**config.mk**
```make
export PLATFORM = sky130hd
export DESIGN_NAME = closable_ring_channel_top
export DESIGN_NICKNAME = d
export VERILOG_FILES = /design/src/cring_pkg.sv /design/src/cring_mem.sv /design/src/cring_ctrl.sv /design/src/closable_ring_channel_top.sv
export SDC_FILE = /design/constraint.sdc
export NUM_CORES = 1
export LEC_CHECK = 0
export BUFFER_PORTS_ARGS = -buffer_cell sky130_fd_sc_hd__buf_2
export CAP_MARGIN = 0
export CORE_ASPECT_RATIO = 1.5
export CORE_MARGIN = 4
export CORE_UTILIZATION = 30
export DETAILED_ROUTE_END_ITERATION = 7
export GPL_ROUTABILITY_DRIVEN = 0
export MAX_ROUTING_LAYER = met4
export SLEW_MARGIN = 20
export SYNTH_ARGS = -nofsm -noshare
export SYNTH_HDL_FRONTEND = slang
export SYNTH_SLANG_ARGS = --single-unit
export TNS_END_PERCENT = 20
```
**constraint.sdc**
```tcl
create_clock -name clk -period 16.2 [get_ports clk]
set_input_delay 3.24 -clock clk [delete_from_list [all_inputs] [get_ports clk]]
set_output_delay 3.24 -clock clk [all_outputs]
set_load 0.005 [all_outputs]
```
**src/cring_pkg.sv**
```systemverilog
`timescale 1ns / 1ps
// ---------------------------------------------------------------------------
// cring_pkg
// Types and codes shared by the closable ring channel modules.
// ---------------------------------------------------------------------------
package cring_pkg;

	localparam int DATA_W    = 32;
	localparam int FILL_W    = 5;
	localparam int CAP_W     = 5;
	localparam int CFG_IDX_W = 2;

	// Command kinds
	localparam logic [1:0] KIND_WRITE = 2'd0;
	localparam logic [1:0] KIND_READ  = 2'd1;
	localparam logic [1:0] KIND_FLUSH = 2'd2;
	localparam logic [1:0] KIND_CLOSE = 2'd3;

	// Result status codes
	localparam logic [1:0] ST_OK      = 2'd0;
	localparam logic [1:0] ST_BLOCK   = 2'd1;
	localparam logic [1:0] ST_CLOSED  = 2'd2;
	localparam logic [1:0] ST_DEFAULT = 2'd3;

	// Configuration register indexes
	localparam logic [CFG_IDX_W-1:0] REG_CAPACITY    = 2'd0;
	localparam logic [CFG_IDX_W-1:0] REG_DEFAULT_VAL = 2'd1;
	localparam logic [CFG_IDX_W-1:0] REG_HAS_DEFAULT = 2'd2;

	typedef struct packed {
		logic [1:0]        kind;
		logic [DATA_W-1:0] data_in;
	} cmd_t;

	typedef struct packed {
		logic [1:0]        status;
		logic [DATA_W-1:0] data_out;
		logic              data_valid;
		logic [FILL_W-1:0] fill_level;
		logic              is_closed;
	} result_t;

	// Control outcome of one command; data is the default or zero, and
	// data_valid selects the slot memory read data instead.
	typedef struct packed {
		logic [1:0]        status;
		logic [DATA_W-1:0] data;
		logic              data_valid;
		logic [FILL_W-1:0] fill;
		logic              closed;
	} ctl_res_t;

endpackage

```
**src/cring_mem.sv**
```systemverilog
`timescale 1ns / 1ps
// ---------------------------------------------------------------------------
// cring_mem
// Slot storage: one write port, one read port, registered read data.
// ---------------------------------------------------------------------------
module cring_mem #(
	parameter int DEPTH = 16,
	parameter int AW    = 4
) (
	input  logic                          clk,
	input  logic                          we,
	input  logic [AW-1:0]                 waddr,
	input  logic [cring_pkg::DATA_W-1:0]  wdata,
	input  logic                          re,
	input  logic [AW-1:0]                 raddr,
	output logic [cring_pkg::DATA_W-1:0]  rdata
);
	import cring_pkg::*;

	logic [DATA_W-1:0] mem_q [DEPTH];

	always_ff @(posedge clk) begin
		if (we) begin
			mem_q[waddr] <= wdata;
		end
	end

	always_ff @(posedge clk) begin
		if (re) begin
			rdata <= mem_q[raddr];
		end
	end

endmodule

```
**src/cring_ctrl.sv**
```systemverilog
`timescale 1ns / 1ps
// ---------------------------------------------------------------------------
// cring_ctrl
// Queue pointers, fill count, closed flag and configuration registers.
// Decides each command, drives the slot memory and registers the outcome.
// ---------------------------------------------------------------------------
module cring_ctrl #(
	parameter int DEPTH = 16,
	parameter int AW    = 4
) (
	input  logic                            clk,
	input  logic                            arst_n,
	input  logic                            accept,
	input  cring_pkg::cmd_t                 cmd,
	input  logic                            cfg_we,
	input  logic [cring_pkg::CFG_IDX_W-1:0] cfg_idx,
	input  logic [cring_pkg::DATA_W-1:0]    cfg_data,
	output logic                            mem_we,
	output logic [AW-1:0]                   mem_waddr,
	output logic [cring_pkg::DATA_W-1:0]    mem_wdata,
	output logic                            mem_re,
	output logic [AW-1:0]                   mem_raddr,
	output logic                            done_s1,
	output cring_pkg::ctl_res_t             res_s1
);
	import cring_pkg::*;

	localparam int CAP_MAX = (DEPTH < 31) ? DEPTH : 31;
	localparam logic [CAP_W-1:0] CAP_MAX_V = CAP_W'(CAP_MAX);
	localparam int NW = ((AW > CAP_W) ? AW : CAP_W) + 1;

	logic [CAP_W-1:0]  cap_q;
	logic [DATA_W-1:0] def_q;
	logic              has_def_q;
	logic [AW-1:0]     rd_idx_q;
	logic [AW-1:0]     wr_idx_q;
	logic [FILL_W-1:0] fill_q;
	logic              closed_q;

	logic [CAP_W-1:0]  cap_lo;
	logic [CAP_W-1:0]  eff_cap;
	logic [NW-1:0]     rd_inc;
	logic [NW-1:0]     wr_inc;
	logic [AW-1:0]     rd_next;
	logic [AW-1:0]     wr_next;
	logic              wr_ok;
	logic              rd_ok;
	ctl_res_t          res_d;

	// Capacity zero acts as one; saturate at the slot count, at most 31.
	assign cap_lo  = (cap_q == '0) ? CAP_W'(1) : cap_q;
	assign eff_cap = (cap_lo > CAP_MAX_V) ? CAP_MAX_V : cap_lo;

	assign rd_inc  = NW'(rd_idx_q) + NW'(1);
	assign wr_inc  = NW'(wr_idx_q) + NW'(1);
	assign rd_next = (rd_inc >= NW'(eff_cap)) ? '0 : rd_inc[AW-1:0];
	assign wr_next = (wr_inc >= NW'(eff_cap)) ? '0 : wr_inc[AW-1:0];

	assign wr_ok = (cmd.kind == KIND_WRITE) && !closed_q && (fill_q < eff_cap);
	assign rd_ok = (cmd.kind == KIND_READ) && (fill_q != '0);

	assign mem_we    = accept && wr_ok;
	assign mem_waddr = wr_idx_q;
	assign mem_wdata = cmd.data_in;
	assign mem_re    = accept && rd_ok;
	assign mem_raddr = rd_idx_q;

	always_comb begin
		res_d            = '0;
		res_d.status     = ST_OK;
		res_d.fill       = fill_q;
		res_d.closed     = closed_q;
		unique case (cmd.kind)
			KIND_WRITE: begin
				if (closed_q) begin
					res_d.status = ST_CLOSED;
				end else if (!wr_ok) begin
					res_d.status = ST_BLOCK;
				end else begin
					res_d.fill = fill_q + FILL_W'(1);
				end
			end
			KIND_READ: begin
				if (rd_ok) begin
					res_d.data_valid = 1'b1;
					res_d.fill       = fill_q - FILL_W'(1);
				end else if (closed_q) begin
					if (has_def_q) begin
						res_d.status = ST_DEFAULT;
						res_d.data   = def_q;
					end else begin
						res_d.status = ST_CLOSED;
					end
				end else begin
					res_d.status = ST_BLOCK;
				end
			end
			KIND_FLUSH: begin
				res_d.fill = '0;
			end
			KIND_CLOSE: begin
				res_d.closed = 1'b1;
			end
		endcase
	end

	always_ff @(posedge clk or negedge arst_n) begin
		if (!arst_n) begin
			cap_q     <= CAP_W'(1);
			def_q     <= '0;
			has_def_q <= 1'b0;
			rd_idx_q  <= '0;
			wr_idx_q  <= '0;
			fill_q    <= '0;
			closed_q  <= 1'b0;
		end else if (cfg_we) begin
			unique case (cfg_idx)
				REG_CAPACITY: begin
					// New capacity: drop the queue, keep the closed flag.
					cap_q    <= cfg_data[CAP_W-1:0];
					rd_idx_q <= '0;
					wr_idx_q <= '0;
					fill_q   <= '0;
				end
				REG_DEFAULT_VAL: begin
					def_q <= cfg_data;
				end
				REG_HAS_DEFAULT: begin
					has_def_q <= cfg_data[0];
				end
				default: begin
				end
			endcase
		end else if (accept) begin
			fill_q   <= res_d.fill;
			closed_q <= res_d.closed;
			if (wr_ok) begin
				wr_idx_q <= wr_next;
			end
			if (rd_ok) begin
				rd_idx_q <= rd_next;
			end
			if (cmd.kind == KIND_FLUSH) begin
				rd_idx_q <= '0;
				wr_idx_q <= '0;
			end
		end
	end

	always_ff @(posedge clk or negedge arst_n) begin
		if (!arst_n) begin
			done_s1 <= 1'b0;
		end else begin
			done_s1 <= accept;
		end
	end

	always_ff @(posedge clk) begin
		if (accept) begin
			res_s1 <= res_d;
		end
	end

endmodule

```
**src/closable_ring_channel_top.sv**
```systemverilog
`timescale 1ns / 1ps
// ---------------------------------------------------------------------------
// closable_ring_channel_top
// Bounded ring FIFO channel with write, read, flush and sticky close.
// ---------------------------------------------------------------------------
// Usage:
//   Command channel: drive cmd and raise start; the command transfers at
//   a rising edge with start high and busy low. busy stays low, so one
//   command may transfer in every cycle.
//   Result channel: done is high for exactly one cycle, in the cycle after
//   the command transfer, with the outcome on result. The receiver cannot
//   stall; it must take the result in that cycle.
//   The result is registered, and read data comes from the registered read
//   port of the slot memory; throughput is one command per cycle. Pointer and
//   fill updates take effect at the transfer edge, so a read right after a
//   write to the same slot sees the new data.
//   Configuration: cfg_we, cfg_idx, cfg_data write one register per cycle
//   (0 capacity, 1 default value, 2 default enable); the user must write
//   only while idle, which the block does not enforce. Writing capacity
//   empties the queue and keeps the closed state. Reset: queue empty and
//   open, capacity 1, no default; slot contents are undefined until written.
// ---------------------------------------------------------------------------
module closable_ring_channel_top #(
	parameter int DEPTH = 16
) (
	input  logic                            clk,
	input  logic                            arst_n,
	input  logic                            start,
	output logic                            busy,
	input  cring_pkg::cmd_t                 cmd,
	input  logic                            cfg_we,
	input  logic [cring_pkg::CFG_IDX_W-1:0] cfg_idx,
	input  logic [cring_pkg::DATA_W-1:0]    cfg_data,
	output logic                            done,
	output cring_pkg::result_t              result
);
	import cring_pkg::*;

	localparam int AW = (DEPTH > 1) ? $clog2(DEPTH) : 1;

	logic              accept;
	logic              mem_we;
	logic [AW-1:0]     mem_waddr;
	logic [DATA_W-1:0] mem_wdata;
	logic              mem_re;
	logic [AW-1:0]     mem_raddr;
	logic [DATA_W-1:0] mem_rdata;
	ctl_res_t          res_s1;

	// Every command is taken as it arrives, so there is no hold-off.
	assign busy   = 1'b0;
	assign accept = start && !busy;

	cring_ctrl #(
		.DEPTH(DEPTH),
		.AW   (AW)
	) u_ctrl (
		.clk      (clk),
		.arst_n   (arst_n),
		.accept   (accept),
		.cmd      (cmd),
		.cfg_we   (cfg_we),
		.cfg_idx  (cfg_idx),
		.cfg_data (cfg_data),
		.mem_we   (mem_we),
		.mem_waddr(mem_waddr),
		.mem_wdata(mem_wdata),
		.mem_re   (mem_re),
		.mem_raddr(mem_raddr),
		.done_s1  (done),
		.res_s1   (res_s1)
	);

	cring_mem #(
		.DEPTH(DEPTH),
		.AW   (AW)
	) u_mem (
		.clk  (clk),
		.we   (mem_we),
		.waddr(mem_waddr),
		.wdata(mem_wdata),
		.re   (mem_re),
		.raddr(mem_raddr),
		.rdata(mem_rdata)
	);

	always_comb begin
		result.status     = res_s1.status;
		result.data_out   = res_s1.data_valid ? mem_rdata : res_s1.data;
		result.data_valid = res_s1.data_valid;
		result.fill_level = res_s1.fill;
		result.is_closed  = res_s1.closed;
	end

endmodule

```
==> results of run 1 <==
-- layout by cell type (no fill, tap or decap), types with 9 or more instances in the layout --
master | netlist | routed
sky130_fd_sc_hd__clkbuf_1 | 28 | 10
sky130_fd_sc_hd__clkinv_2 | 0 | 9
sky130_fd_sc_hd__inv_1 | 10 | 10
sky130_fd_sc_hd__diode_2 | 0 | 11
sky130_fd_sc_hd__clkinv_1 | 0 | 13
sky130_fd_sc_hd__mux4_2 | 160 | 160
sky130_fd_sc_hd__and2_1 | 33 | 32
sky130_fd_sc_hd__clkbuf_16 | 0 | 55
sky130_fd_sc_hd__nand2b_1 | 10 | 10
sky130_fd_sc_hd__nor2_1 | 23 | 14
sky130_fd_sc_hd__buf_2 | 20 | 113
sky130_fd_sc_hd__nand2_1 | 18 | 18
sky130_fd_sc_hd__nor2_4 | 0 | 9
sky130_fd_sc_hd__ha_1 | 21 | 21
sky130_fd_sc_hd__dfrtp_1 | 52 | 48
sky130_fd_sc_hd__mux2_2 | 69 | 69
sky130_fd_sc_hd__a21oi_1 | 12 | 12
sky130_fd_sc_hd__edfxtp_1 | 585 | 585
sky130_fd_sc_hd__buf_4 | 10 | 16
-- registers in the layout, summed over array words and instances (netlist names) --
signal and cells:
u_mem.rdata 32, u_ctrl.closed_q 1, u_ctrl.cap_q 5, u_ctrl.mem_waddr 4
u_ctrl.done_s1 1, u_ctrl.has_def_q 1, u_ctrl.mem_raddr 4, u_mem.mem_q 512
u_ctrl.fill_q 5, u_ctrl.def_q 32, u_ctrl.res_s1 41
-- report_power, final --
part	switching (mW)	internal (mW)
logic	0.183	0.179
registers	0.0430	1.84
clock network	0.580	0.674
total	0.807	2.70
-- per-stage QoR --
step | worst slack [ps] | power [mW] | area [um2]
after detailed placement | 10060 | 2.29 | 27000
after global routing | 10520 | 3.65 | 28900
final | 10710 | 3.50 | 28900
after CTS | 10690 | 3.55 | 28700
after global placement | 10120 | 2.28 | 27000
after floorplan | 8290 | 2.16 | 25100
-- metal layers --
metal  track usage  up-vias  wire, um
met5             -        -         0
met1         0.158     6142     22500
li1              -     5039         -
met4        0.0317        0      1060
met2         0.216      303     28300
met3        0.0229       67      2870
-- area by class of cell --
cell class	instances	area (um2)
antenna	11	27.5
inverter	13	48.8
tap	1113	1390
sequential	638	18900
timing repair buffer	137	882
multi-input combinational	442	5960
fill	7622	53900
clock inverter	35	282
clock buffer	65	1410
-- cell families after synthesis --
| kind of cell | Yosys count | synth area share |
|---|---|---|
| other | 1 | 0.000149 |
| muxes | 233 | 0.176 |
| buffers and inverters | 79 | 0.0143 |
| adders and majority gates | 21 | 0.0105 |
| AOI/OAI and AO/OA | 52 | 0.0145 |
| and+or+nand+nor | 127 | 0.0292 |
| xor gates and xnor gates | 8 | 0.00279 |
| DFF | 638 | 0.752 |
-- worst min path at each step --
stage	to	slack (ps)	cells past startpoint
floorplan	u_ctrl.def_q[6]$_DFFE_PN0P_	470	1
global placement	u_ctrl.def_q[0]$_DFFE_PN0P_	480	1
detailed placement	u_ctrl.def_q[9]$_DFFE_PN0P_	490	1
CTS	u_ctrl.def_q[9]$_DFFE_PN0P_	500	1
global route	u_ctrl.def_q[9]$_DFFE_PN0P_	510	1
finish	u_ctrl.def_q[9]$_DFFE_PN0P_	500	1
==> out/results.md, run 1 <==
| Stage | Result | Reported |
| --- | --- | --- |
| sta | RSZ-0062 raised after global routing | no |
| global route | Antenna violations before repair | 13 |
| sta | Setup TNS | 0 ps |
| route | Vias post-DR | 11551 |
| power and ir drop | Worst ir drop on vdd | 0.103 mV |
| synthesis | Most instantiated cells after synthesis | 585 x sky130_fd_sc_hd__edfxtp_1, 160 x sky130_fd_sc_hd__mux4_2, 69 x sky130_fd_sc_hd__mux2_2, 52 x sky130_fd_sc_hd__dfrtp_1, 33 x sky130_fd_sc_hd__and2_1 |
| final layout | Post-layout nets | 1379 |
| worst setup path | Worst reg2reg path startpoint | u_ctrl.cap_q[4]$_DFFE_PN0P_ |
| floorplan | Top-level port count | 115 |
| worst setup path | Buffering stage count on the worst path with inverters included | 2 |
| global route | Pin count of the biggest net entering global routing | 70 |
| worst setup path | CP max FO | 32 |
| sta | Worst hold-check slack | 498 ps |
| hold path | Startpoint of the tightest hold check path | u_ctrl.def_q[9]$_DFFE_PN0P_ |
| floorplan | Starting density of the core | 0.303 |
| worst setup path | Req. time, crit path | 16420 ps |
| final layout | Final non-filler cell total | 2454 |
| synthesis | Gate count of the mapped netlist | 1159 |
| clock network | CTS hold repair buffers | 0 |
| synthesis | Async set-reset flop share out of synthesis | 0.0831 |
| synthesis | Cell with the most instances after synthesis | sky130_fd_sc_hd__edfxtp_1 |
| placement | Placed insts | 2336 |
| sta | Final-report hold violation count | 0 |
| worst setup path | Stage delay of the slowest cell on the critical path | 960 ps |
| sta | Least-Margin Pin Slew | 1070 ps |
| global route | Wire length of the first global-routing pass | 82.5 mm |
| sta | Final critical delay including setup and external delays | 5490 ps |
| clock network | CTS sink count | 638 |
| synthesis | Unique masters post-synth | 59 |
| clock network | Number of buffers created by CTS | 54 |
| worst setup path | Critical path depth | 7 |
| clock network | Clock transition time at the flip-flop clock pins of the worst setup and hold paths | 60 ps |
| clock network | Insertion delay of the later-clocked pin in the worst-skew pair | 600 ps |
| synthesis | Share of the synthesized area in the top cell type | 0.700 |
| floorplan | DIE WIDTH | 244 um |
| worst setup path | Destination of the critical timing path | u_mem.mem_q[13][23]$_DFFE_PP_ |
| worst setup path | Capturing point of the worst reg2reg path | u_mem.mem_q[13][23]$_DFFE_PP_ |
| final layout | Fraction of final layout cells sized beyond drive strength 1 | 0.356 |
| sta | Maximum clock rate | 0.182 GHz |
| job | Max-cap violations | 0 |
| synthesis | Synth Register Bits | 638 |
| placement | Number of buffer cells added on primary ports | 113 |
| sta | Number of pins exceeding their max-slew limit in the final report | 0 |
| worst setup path | Depth of the most critical reg-to-reg path | 9 |
| route | Via density per instance | 4.71 |
| clock network | CTS tree | done |
| clock network | H-tree Lvls | 2 |
| worst setup path | Nature of the critical path endpoint | flop |
| power and ir drop | Reported leakage power | 9.11 nW |
| floorplan | Placeable core area | 82800 um2 |
| clock network | CTS root buf | sky130_fd_sc_hd__clkbuf_16 |
| final layout | Layout overhead on the synthesized area | 15.1% |
| synthesis | Cell taking the most area after synthesis | sky130_fd_sc_hd__edfxtp_1 |
| synthesis | Leading cell types by total area after synthesis | sky130_fd_sc_hd__edfxtp_1 70%, sky130_fd_sc_hd__mux4_2 14%, sky130_fd_sc_hd__dfrtp_1 5.2%, sky130_fd_sc_hd__mux2_2 3.1%, sky130_fd_sc_hd__ha_1 1.0% |
| route | Drt first pass iters | 6 |
| global route | Total grt overflow | 0 |
| global route | Number of global-route vias before repair | 12443 |
| placement | HPWL after detailed placement | 34.5 mm |
| clock network | Setup repair bufs after CTS | 0 |
| route | Number of design-rule violations left by the first detailed-router iteration | 1043 |
| global route | GRT Overall Usage | 0.127 |
| sta | Worst clock skew | 19.3 ps |
| route | Mean routed wirelength per cell | 22.3 um |
| synthesis | Netlist Area Pre-Place | 25100 um2 |
| synthesis | Count of synthesis-stage warnings from yosys | 0 |
| sta | Final worst path period share | 0.339 |
| clock network | PostCTS Resize Cnt | 0 |
| status | Status | finished clean |
| sta | # setup viols final | 0 |
| synthesis | Post-synthesis sequential area ratio | 0.752 |
| worst setup path | Kind of critical path | input port to flop |
| clock network | Clock buffer depth | 3 |
| floorplan | Standard-cell rows | 129 |
| worst setup path | Slowest library cell on the worst path | sky130_fd_sc_hd__nor2_4 |
| power and ir drop | PD cells | 121 nW/um2 |
| hold path | HP Class | flop to flop |
| sta | Max-Slew Margin vs Limit | 0.283 |
| route | Antenna violation net count after detailed routing | 0 |
| route | Drt drc | 0 |
| worst setup path | Data arrival time of the worst path | 5710 ps |
| floorplan | DIE AREA | 88500 um2 |
| synthesis | Number of synthesized flops with an enable pin | 585 |
| synthesis | Per-instance average area after synthesis | 21.7 um2 |
| worst setup path | Largest delay share family, worst path | simple AND/OR/NAND/NOR gates |
| synthesis | Most common flop cell mapped by yosys | sky130_fd_sc_hd__edfxtp_1 |
| route | Post-Route WL | 54.7 mm |
| worst setup path | Critical path startpoint | cmd[33] |
| final layout | Core occupancy in the finished layout | 0.349 |
| floorplan | Die Span Y | 362 um |
| worst setup path | List of cells traversed by the critical path | buf_2 -> nor4_1 -> o21ai_0 -> nor2_1 -> buf_4 -> nand3_1 -> nor2_4 |
| synthesis | Post-Synthesis Net Count | 1252 |
| worst setup path | R2r setup slk | 12470 ps |
| worst setup path | Critical Path Start Type | input port |
No activity file was read; power rests on OpenSTA's default activity.
==> run 2, diff against run 1 <==
==> constraint.sdc (replaced) <==
create_clock -name clk -period 4.7 [get_ports clk]
set_input_delay 0.94 -clock clk [delete_from_list [all_inputs] [get_ports clk]]
set_output_delay 0.94 -clock clk [all_outputs]
set_load 0.005 [all_outputs]
==> run 2 against run 1 <==
Setup slack got worse by 9300 ps. Sequential share of layout area increased by 0.074 points. Largest cell class unchanged. Sequential cell count unchanged. First-iteration DRC count decreased by 12%. Combinational power increased to 3.5 times the previous value. Critical path depth increased by 3. Power increased to 3.5 times the previous value. Critical path type is now flop to flop. Final area decreased by 0.11%. Clock power increased to 3.5 times the previous value. Non-clock buffer count increased by 6.
==> out/results.md, run 2 (synthesis gave the netlist of run 1 again) <==
| Stage | Result | Reported |
| --- | --- | --- |
| floorplan | Starting density of the core | 0.303 |
| worst setup path | Stage delay of the slowest cell on the critical path | 480 ps |
| clock network | Clock transition time at the flip-flop clock pins of the worst setup and hold paths | 70 ps |
| worst setup path | Kind of critical path | flop to flop |
| sta | Worst clock skew | 22.5 ps |
| sta | Final worst path period share | 0.699 |
| worst setup path | Critical path's most frequent cell | sky130_fd_sc_hd__buf_4 |
| final layout | Max reg flops | 512 |
| sta | Final critical delay including setup and external delays | 3290 ps |
| clock network | Setup repair bufs after CTS | 0 |
| final layout | Commonest cells after routing, fill and taps aside | 585 x sky130_fd_sc_hd__edfxtp_1, 160 x sky130_fd_sc_hd__mux4_2, 113 x sky130_fd_sc_hd__buf_2 |
| worst setup path | Critical path startpoint | u_ctrl.cap_q[4]$_DFFE_PN0P_ |
| sta | Final-report hold violation count | 0 |
| clock network | Clock buffer depth | 3 |
| worst setup path | Worst reg2reg path startpoint | u_ctrl.cap_q[4]$_DFFE_PN0P_ |
| sta | Maximum clock rate | 0.304 GHz |
| clock network | H-tree Lvls | 2 |
| global route | Antenna violations before repair | 10 |
| route | Via density per instance | 4.68 |
| final layout | Top register by number of flip-flops | u_mem.mem_q |
| worst setup path | Depth of the most critical reg-to-reg path | 10 |
| placement | HPWL after detailed placement | 35.1 mm |
| sta | Least-Margin Pin Slew | 997 ps |
| sta | Worst Slack Setup Final | 1410 ps |
| route | Drt drc | 0 |
| sta | # setup viols final | 0 |
| global route | Number of global-route vias before repair | 12198 |
| worst setup path | Slowest library cell on the worst path | sky130_fd_sc_hd__buf_4 |
| worst setup path | Req. time, crit path | 4910 ps |
| sta | Max-Slew Margin vs Limit | 0.336 |
| clock network | CTS root buf | sky130_fd_sc_hd__clkbuf_16 |
| route | Drt first pass iters | 5 |
| floorplan | Standard-cell rows | 129 |
| clock network | PostCTS Resize Cnt | 0 |
| power and ir drop | PD cells | 421 nW/um2 |
| status | Status | finished clean |
| final layout | Layout overhead on the synthesized area | 15.0% |
| clock network | CTS sink count | 638 |
| route | Mean routed wirelength per cell | 22.1 um |
| worst setup path | R2r setup slk | 1410 ps |
| floorplan | Placeable core area | 82800 um2 |
| floorplan | DIE WIDTH | 244 um |
| final layout | Fraction of final layout cells sized beyond drive strength 1 | 0.355 |
| final layout | Post-layout nets | 1384 |
| worst setup path | CP max FO | 32 |
| worst setup path | Nature of the critical path endpoint | flop |
| global route | Wire length of the first global-routing pass | 81.4 mm |
| floorplan | DIE AREA | 88500 um2 |
| worst setup path | Critical Path Start Type | flop |
| final layout | Filler Cells Inserted | 7580 |
| route | M1 WL | 22.1 mm |
| clock network | Number of buffers created by CTS | 53 |
| placement | Placement Setup Slack | 1420 ps |
| sta | Number of pins exceeding their max-slew limit in the final report | 0 |
| clock network | Insertion delay of the later-clocked pin in the worst-skew pair | 590 ps |
| global route | Total grt overflow | 0 |
| route | Met2 routed WL | 28.1 mm |
| placement | Number of buffer cells added on primary ports | 113 |
| route | Uppermost layer routed | met4 |
| power and ir drop | Worst ir drop on vdd | 0.280 mV |
| route | Antenna violation net count after detailed routing | 0 |
| worst setup path | List of cells traversed by the critical path | inv_1 -> nand2_1 -> ha_1 -> a211oi_1 -> o21ai_0 -> nor2_1 -> buf_4 -> nand3_1 -> nor3_2 -> buf_4 |
| worst setup path | Largest delay share family, worst path | buffers and inverters |
| power and ir drop | Power, Total | 12.2 mW |
| job | Max-cap violations | 0 |
| clock network | CTS hold repair buffers | 0 |
| placement | Placed insts | 2349 |
| global route | GRT Overall Usage | 0.125 |
| global route | Pin count of the biggest net entering global routing | 59 |
| route | Post-Route WL | 54.2 mm |
| route | Vias post-DR | 11505 |
| floorplan | Die Span Y | 362 um |
| final layout | Most common library cell in the layout ignoring fill and taps | sky130_fd_sc_hd__edfxtp_1 |
| worst setup path | Data arrival time of the worst path | 3500 ps |
| worst setup path | Buffering stage count on the worst path with inverters included | 3 |
| final layout | Core occupancy in the finished layout | 0.349 |
| clock network | CTS tree | done |
| final layout | Top Registers | u_mem.mem_q: 512 flops, u_ctrl.res_s1: 41 flops |
| hold path | HP Class | input port to async pin |
| sta | RSZ-0062 raised after global routing | no |
| final layout | Final non-filler cell total | 2456 |
| sta | Setup TNS | 0 ps |
| worst setup path | Capturing point of the worst reg2reg path | u_mem.mem_q[1][14]$_DFFE_PP_ |
| floorplan | Top-level port count | 115 |
| route | DR WL met3 | 3.03 mm |
| route | Number of design-rule violations left by the first detailed-router iteration | 913 |
| power and ir drop | Reported leakage power | 9.12 nW |
run 2: routing by layer:
layer | vias up | GRT usage
li1 | 5051 | -
met1 | 6093 | 0.158
met2 | 284 | 0.213
met3 | 77 | 0.0229
met4 | 0 | 0.0281
met5 | - | -
run 2: cell type report:
type | count | area [um2] | area share
antenna | 8 | 20.0 | 0.000693
clock buffer | 70 | 1450 | 0.0503
clock inverter | 29 | 272 | 0.00940
inverter | 13 | 48.8 | 0.00169
multi-input combinational | 442 | 5960 | 0.206
sequential | 638 | 18900 | 0.655
tap | 1113 | 1390 | 0.0482
timing repair buffer | 143 | 828 | 0.0287
run 2: power breakdown:
part | leakage, nW | total, mW | switching [mW] | internal (mW)
sequential | 5.95 | 6.49 | 0.138 | 6.35
combinational | 2.35 | 1.28 | 0.642 | 0.633
clock | 0.825 | 4.40 | 1.95 | 2.45
total | 9.12 | 12.2 | 2.73 | 9.44
run 2: how the worst max path moves through the flow:
| stage | endpoint | cells past startpoint | slack [ps] |
|---|---|---|---|
| after detailed placement | u_mem.mem_q[1][22]$_DFFE_PP_ | 8 | 1420 |
| after global routing | u_mem.mem_q[0][26]$_DFFE_PP_ | 10 | 1190 |
| after global placement | u_mem.mem_q[2][22]$_DFFE_PP_ | 10 | 1440 |
| after floorplan | u_mem.mem_q[11][0]$_DFFE_PP_ | 9 | -940 |
| after CTS | u_mem.mem_q[1][22]$_DFFE_PP_ | 10 | 1420 |
| final | u_mem.mem_q[1][14]$_DFFE_PP_ | 10 | 1410 |
run 2: worst register-to-register path, stage by stage, from the launching register on:
cell	delay (ps)
sky130_fd_sc_hd__dfrtp_1	400
sky130_fd_sc_hd__inv_1	180
sky130_fd_sc_hd__nand2_1	150
sky130_fd_sc_hd__ha_1	320
sky130_fd_sc_hd__a211oi_1	310
sky130_fd_sc_hd__o21ai_0	180
sky130_fd_sc_hd__nor2_1	120
sky130_fd_sc_hd__buf_4	220
sky130_fd_sc_hd__nand3_1	340
sky130_fd_sc_hd__nor3_2	200
sky130_fd_sc_hd__buf_4	480
run 2: per-stage QoR:
stage | instance area [um2] | hold slack, ps
detailed placement | 27100 | 485
global route | 28900 | 313
global placement | 27100 | 478
CTS | 28900 | 272
finish | 28900 | 298
floorplan | 25100 | 471
==> run 3, diff against run 2 <==
==> constraint.sdc (replaced) <==
create_clock -name clk -period 2.9 [get_ports clk]
set_input_delay 0.58 -clock clk [delete_from_list [all_inputs] [get_ports clk]]
set_output_delay 0.58 -clock clk [all_outputs]
set_load 0.005 [all_outputs]
==> run 3 against run 2 <==
Critical path depth is 2 higher. Clock-buffer cell count is 5 lower. Cell count is 1.8% higher. Power is 64% higher. Sequential share of layout area is 1.9 points lower. Critical path type unchanged. Critical endpoint is now u_mem.mem_q[1][4]$_DFFE_PP_. Highest routed layer unchanged.
==> out/results.md, run 3 (synthesis gave the netlist of run 1 again) <==
| Stage | Result | Reported |
| --- | --- | --- |
| status | Status | finished clean |
| final layout | Post-layout nets | 1425 |
| global route | Pin count of the biggest net entering global routing | 54 |
| final layout | Layout overhead on the synthesized area | 18.4% |
| power and ir drop | Switching component of the power | 4.47 mW |
| worst setup path | Nature of the critical path endpoint | flop |
| route | Number of design-rule violations left by the first detailed-router iteration | 976 |
| worst setup path | CP max FO | 10 |
| final layout | Top Registers | u_mem.mem_q: 512 flops, u_ctrl.res_s1: 41 flops |
| worst setup path | Critical path startpoint | u_ctrl.cap_q[4]$_DFFE_PN0P_ |
| final layout | Core occupancy in the finished layout | 0.359 |
| clock network | CTS hold repair buffers | 0 |
| placement | Area of placed instances | 27800 um2 |
| route | Via density per instance | 4.73 |
| sta | Final worst path period share | 0.952 |
| job | Max-cap violations | 0 |
| clock network | Insertion delay of the later-clocked pin in the worst-skew pair | 600 ps |
| final layout | Fraction of final layout cells sized beyond drive strength 1 | 0.388 |
| global route | Total grt overflow | 0 |
| floorplan | Placeable core area | 82800 um2 |
| power and ir drop | Proportion of power drawn by the clock network | 0.369 |
| final layout | Most common library cell in the layout ignoring fill and taps | sky130_fd_sc_hd__edfxtp_1 |
| sta | Max-Slew Margin vs Limit | 0.494 |
| worst setup path | Data arrival time of the worst path | 3060 ps |
| worst setup path | Req. time, crit path | 3200 ps |
| floorplan | Starting density of the core | 0.303 |
| clock network | CTS sink count | 638 |
| route | Antenna violation net count after detailed routing | 0 |
| sta | Least-Margin Pin Slew | 759 ps |
| worst setup path | Critical Path Start Type | flop |
| power and ir drop | Reported leakage power | 9.48 nW |
| clock network | H-tree Lvls | 2 |
| floorplan | DIE WIDTH | 244 um |
| final layout | Cell area after layout | 29700 um2 |
| power and ir drop | Switching fraction of total power | 0.223 |
| global route | Number of global-route vias before repair | 12646 |
| global route | Wire length of the first global-routing pass | 84.2 mm |
| hold path | HP Class | input port to async pin |
| sta | Worst clock skew | 17.5 ps |
| power and ir drop | Sequential cell fraction of total power | 0.523 |
| sta | Final critical delay including setup and external delays | 2760 ps |
| floorplan | Top-level port count | 115 |
| sta | Maximum clock rate | 0.362 GHz |
| sta | Number of pins exceeding their max-slew limit in the final report | 0 |
| worst setup path | Depth of the most critical reg-to-reg path | 12 |
| floorplan | Standard-cell rows | 129 |
| route | Drt first pass iters | 5 |
| placement | Number of buffer cells added on primary ports | 113 |
| worst setup path | Worst reg2reg path startpoint | u_ctrl.cap_q[4]$_DFFE_PN0P_ |
| global route | GRT Overall Usage | 0.129 |
| floorplan | DIE AREA | 88500 um2 |
| power and ir drop | PD cells | 673 nW/um2 |
| final layout | Top register by number of flip-flops | u_mem.mem_q |
| route | Post-Route WL | 56.5 mm |
| placement | HPWL after detailed placement | 35.9 mm |
| floorplan | Die Span Y | 362 um |
| clock network | Clock buffer depth | 3 |
| worst setup path | Kind of critical path | flop to flop |
| power and ir drop | Gate power share | 0.107 |
| sta | # setup viols final | 0 |
| power and ir drop | Internal power consumption | 15.5 mW |
| clock network | CTS tree | done |
| final layout | Max reg flops | 512 |
| global route | Antenna violations before repair | 12 |
| clock network | Clock transition time at the flip-flop clock pins of the worst setup and hold paths | 70 ps |
| clock network | CTS root buf | sky130_fd_sc_hd__clkbuf_16 |
| sta | Setup TNS | 0 ps |
| sta | Final-report hold violation count | 0 |
| power and ir drop | Worst ir drop on vdd | 0.411 mV |
| route | Mean routed wirelength per cell | 22.6 um |
| clock network | Number of buffers created by CTS | 54 |
| route | Vias post-DR | 11831 |
| route | Drt drc | 0 |
| final layout | Commonest cells after routing, fill and taps aside | 585 x sky130_fd_sc_hd__edfxtp_1, 160 x sky130_fd_sc_hd__mux4_2, 113 x sky130_fd_sc_hd__buf_2 |
==> run 3: final timing paths <==
| path | end | slack, ps |
|---|---|---|
| setup / recovery | u_mem.mem_q[1][4]$_DFFE_PP_ | 140 |
| hold / removal | u_ctrl.def_q[2]$_DFFE_PN0P_ | 60 |
| setup reg to reg | u_mem.mem_q[1][4]$_DFFE_PP_ | 140 |
| hold reg to reg | u_ctrl.def_q[19]$_DFFE_PN0P_ | 500 |
| max in group asynchronous | u_ctrl.def_q[14]$_DFFE_PN0P_ | 2180 |
| min in group clk | u_ctrl.def_q[27]$_DFFE_PN0P_ | 220 |
==> run 3: cell type report <==
class / instances / area, um2
fillers: 7535 / 53100
flip-flops and latches: 638 / 18900
multi-input cells: 442 / 6050
repair buffers: 183 / 1510
clock buffers: 65 / 1420
well taps: 1113 / 1390
clock inverters: 35 / 375
inverters: 13 / 48.8
diodes: 11 / 27.5
==> run 3: worst max-delay path, cell delays in order (launching register included) <==
cell	delay, ps
sky130_fd_sc_hd__dfrtp_1	420
sky130_fd_sc_hd__inv_2	140
sky130_fd_sc_hd__nand2_1	130
sky130_fd_sc_hd__ha_1	320
sky130_fd_sc_hd__o21ai_1	180
sky130_fd_sc_hd__o21ai_1	110
sky130_fd_sc_hd__nor2_1	160
sky130_fd_sc_hd__buf_6	190
sky130_fd_sc_hd__nand3_1	100
sky130_fd_sc_hd__buf_4	200
sky130_fd_sc_hd__nor3_4	200
sky130_fd_sc_hd__buf_12	150
sky130_fd_sc_hd__clkbuf_16	170
==> run 3: power by group through the flow <==
| stage | combinational, mW | clock (mW) | sequential [mW] |
|---|---|---|---|
| detailed placement | 2.19 | 0 | 10.7 |
| global route | 2.35 | 7.96 | 10.5 |
| floorplan | 1.50 | 0 | 10.6 |
| CTS | 2.20 | 7.59 | 10.5 |
| finish | 2.15 | 7.38 | 10.5 |
| global placement | 2.18 | 0 | 10.7 |
==> run 3: through the flow <==
step / power [mW] / cells / setup slack, ps / hold slack [ps]
2_1_floorplan: 12.1 / 1159 / -226 / 284
3_3_place_gp: 12.8 / 2383 / 205 / 480
3_5_place_dp: 12.9 / 2383 / 192 / 488
4_1_cts: 20.3 / 2483 / 169 / 51.5
5_1_grt: 20.8 / 2499 / -6.17 / 91.7
6_report: 20.0 / 2500 / 140 / 58.3
==> run 3: metal layers <==
metal | GRT usage | up-vias | share of wire
li1 | - | 5142 | -
met1 | 0.153 | 6337 | 0.39
met2 | 0.229 | 273 | 0.54
met3 | 0.0222 | 79 | 0.046
met4 | 0.0339 | 0 | 0.022
met5 | - | - | 0
==> run 3: timing repair <==
action | in CTS | in global routing
buffers inserted | 0 | 3
endpoints found under the setup margin | 0 | 48
resized for setup | 0 | 1
endpoints found under the hold margin | 0 | 0
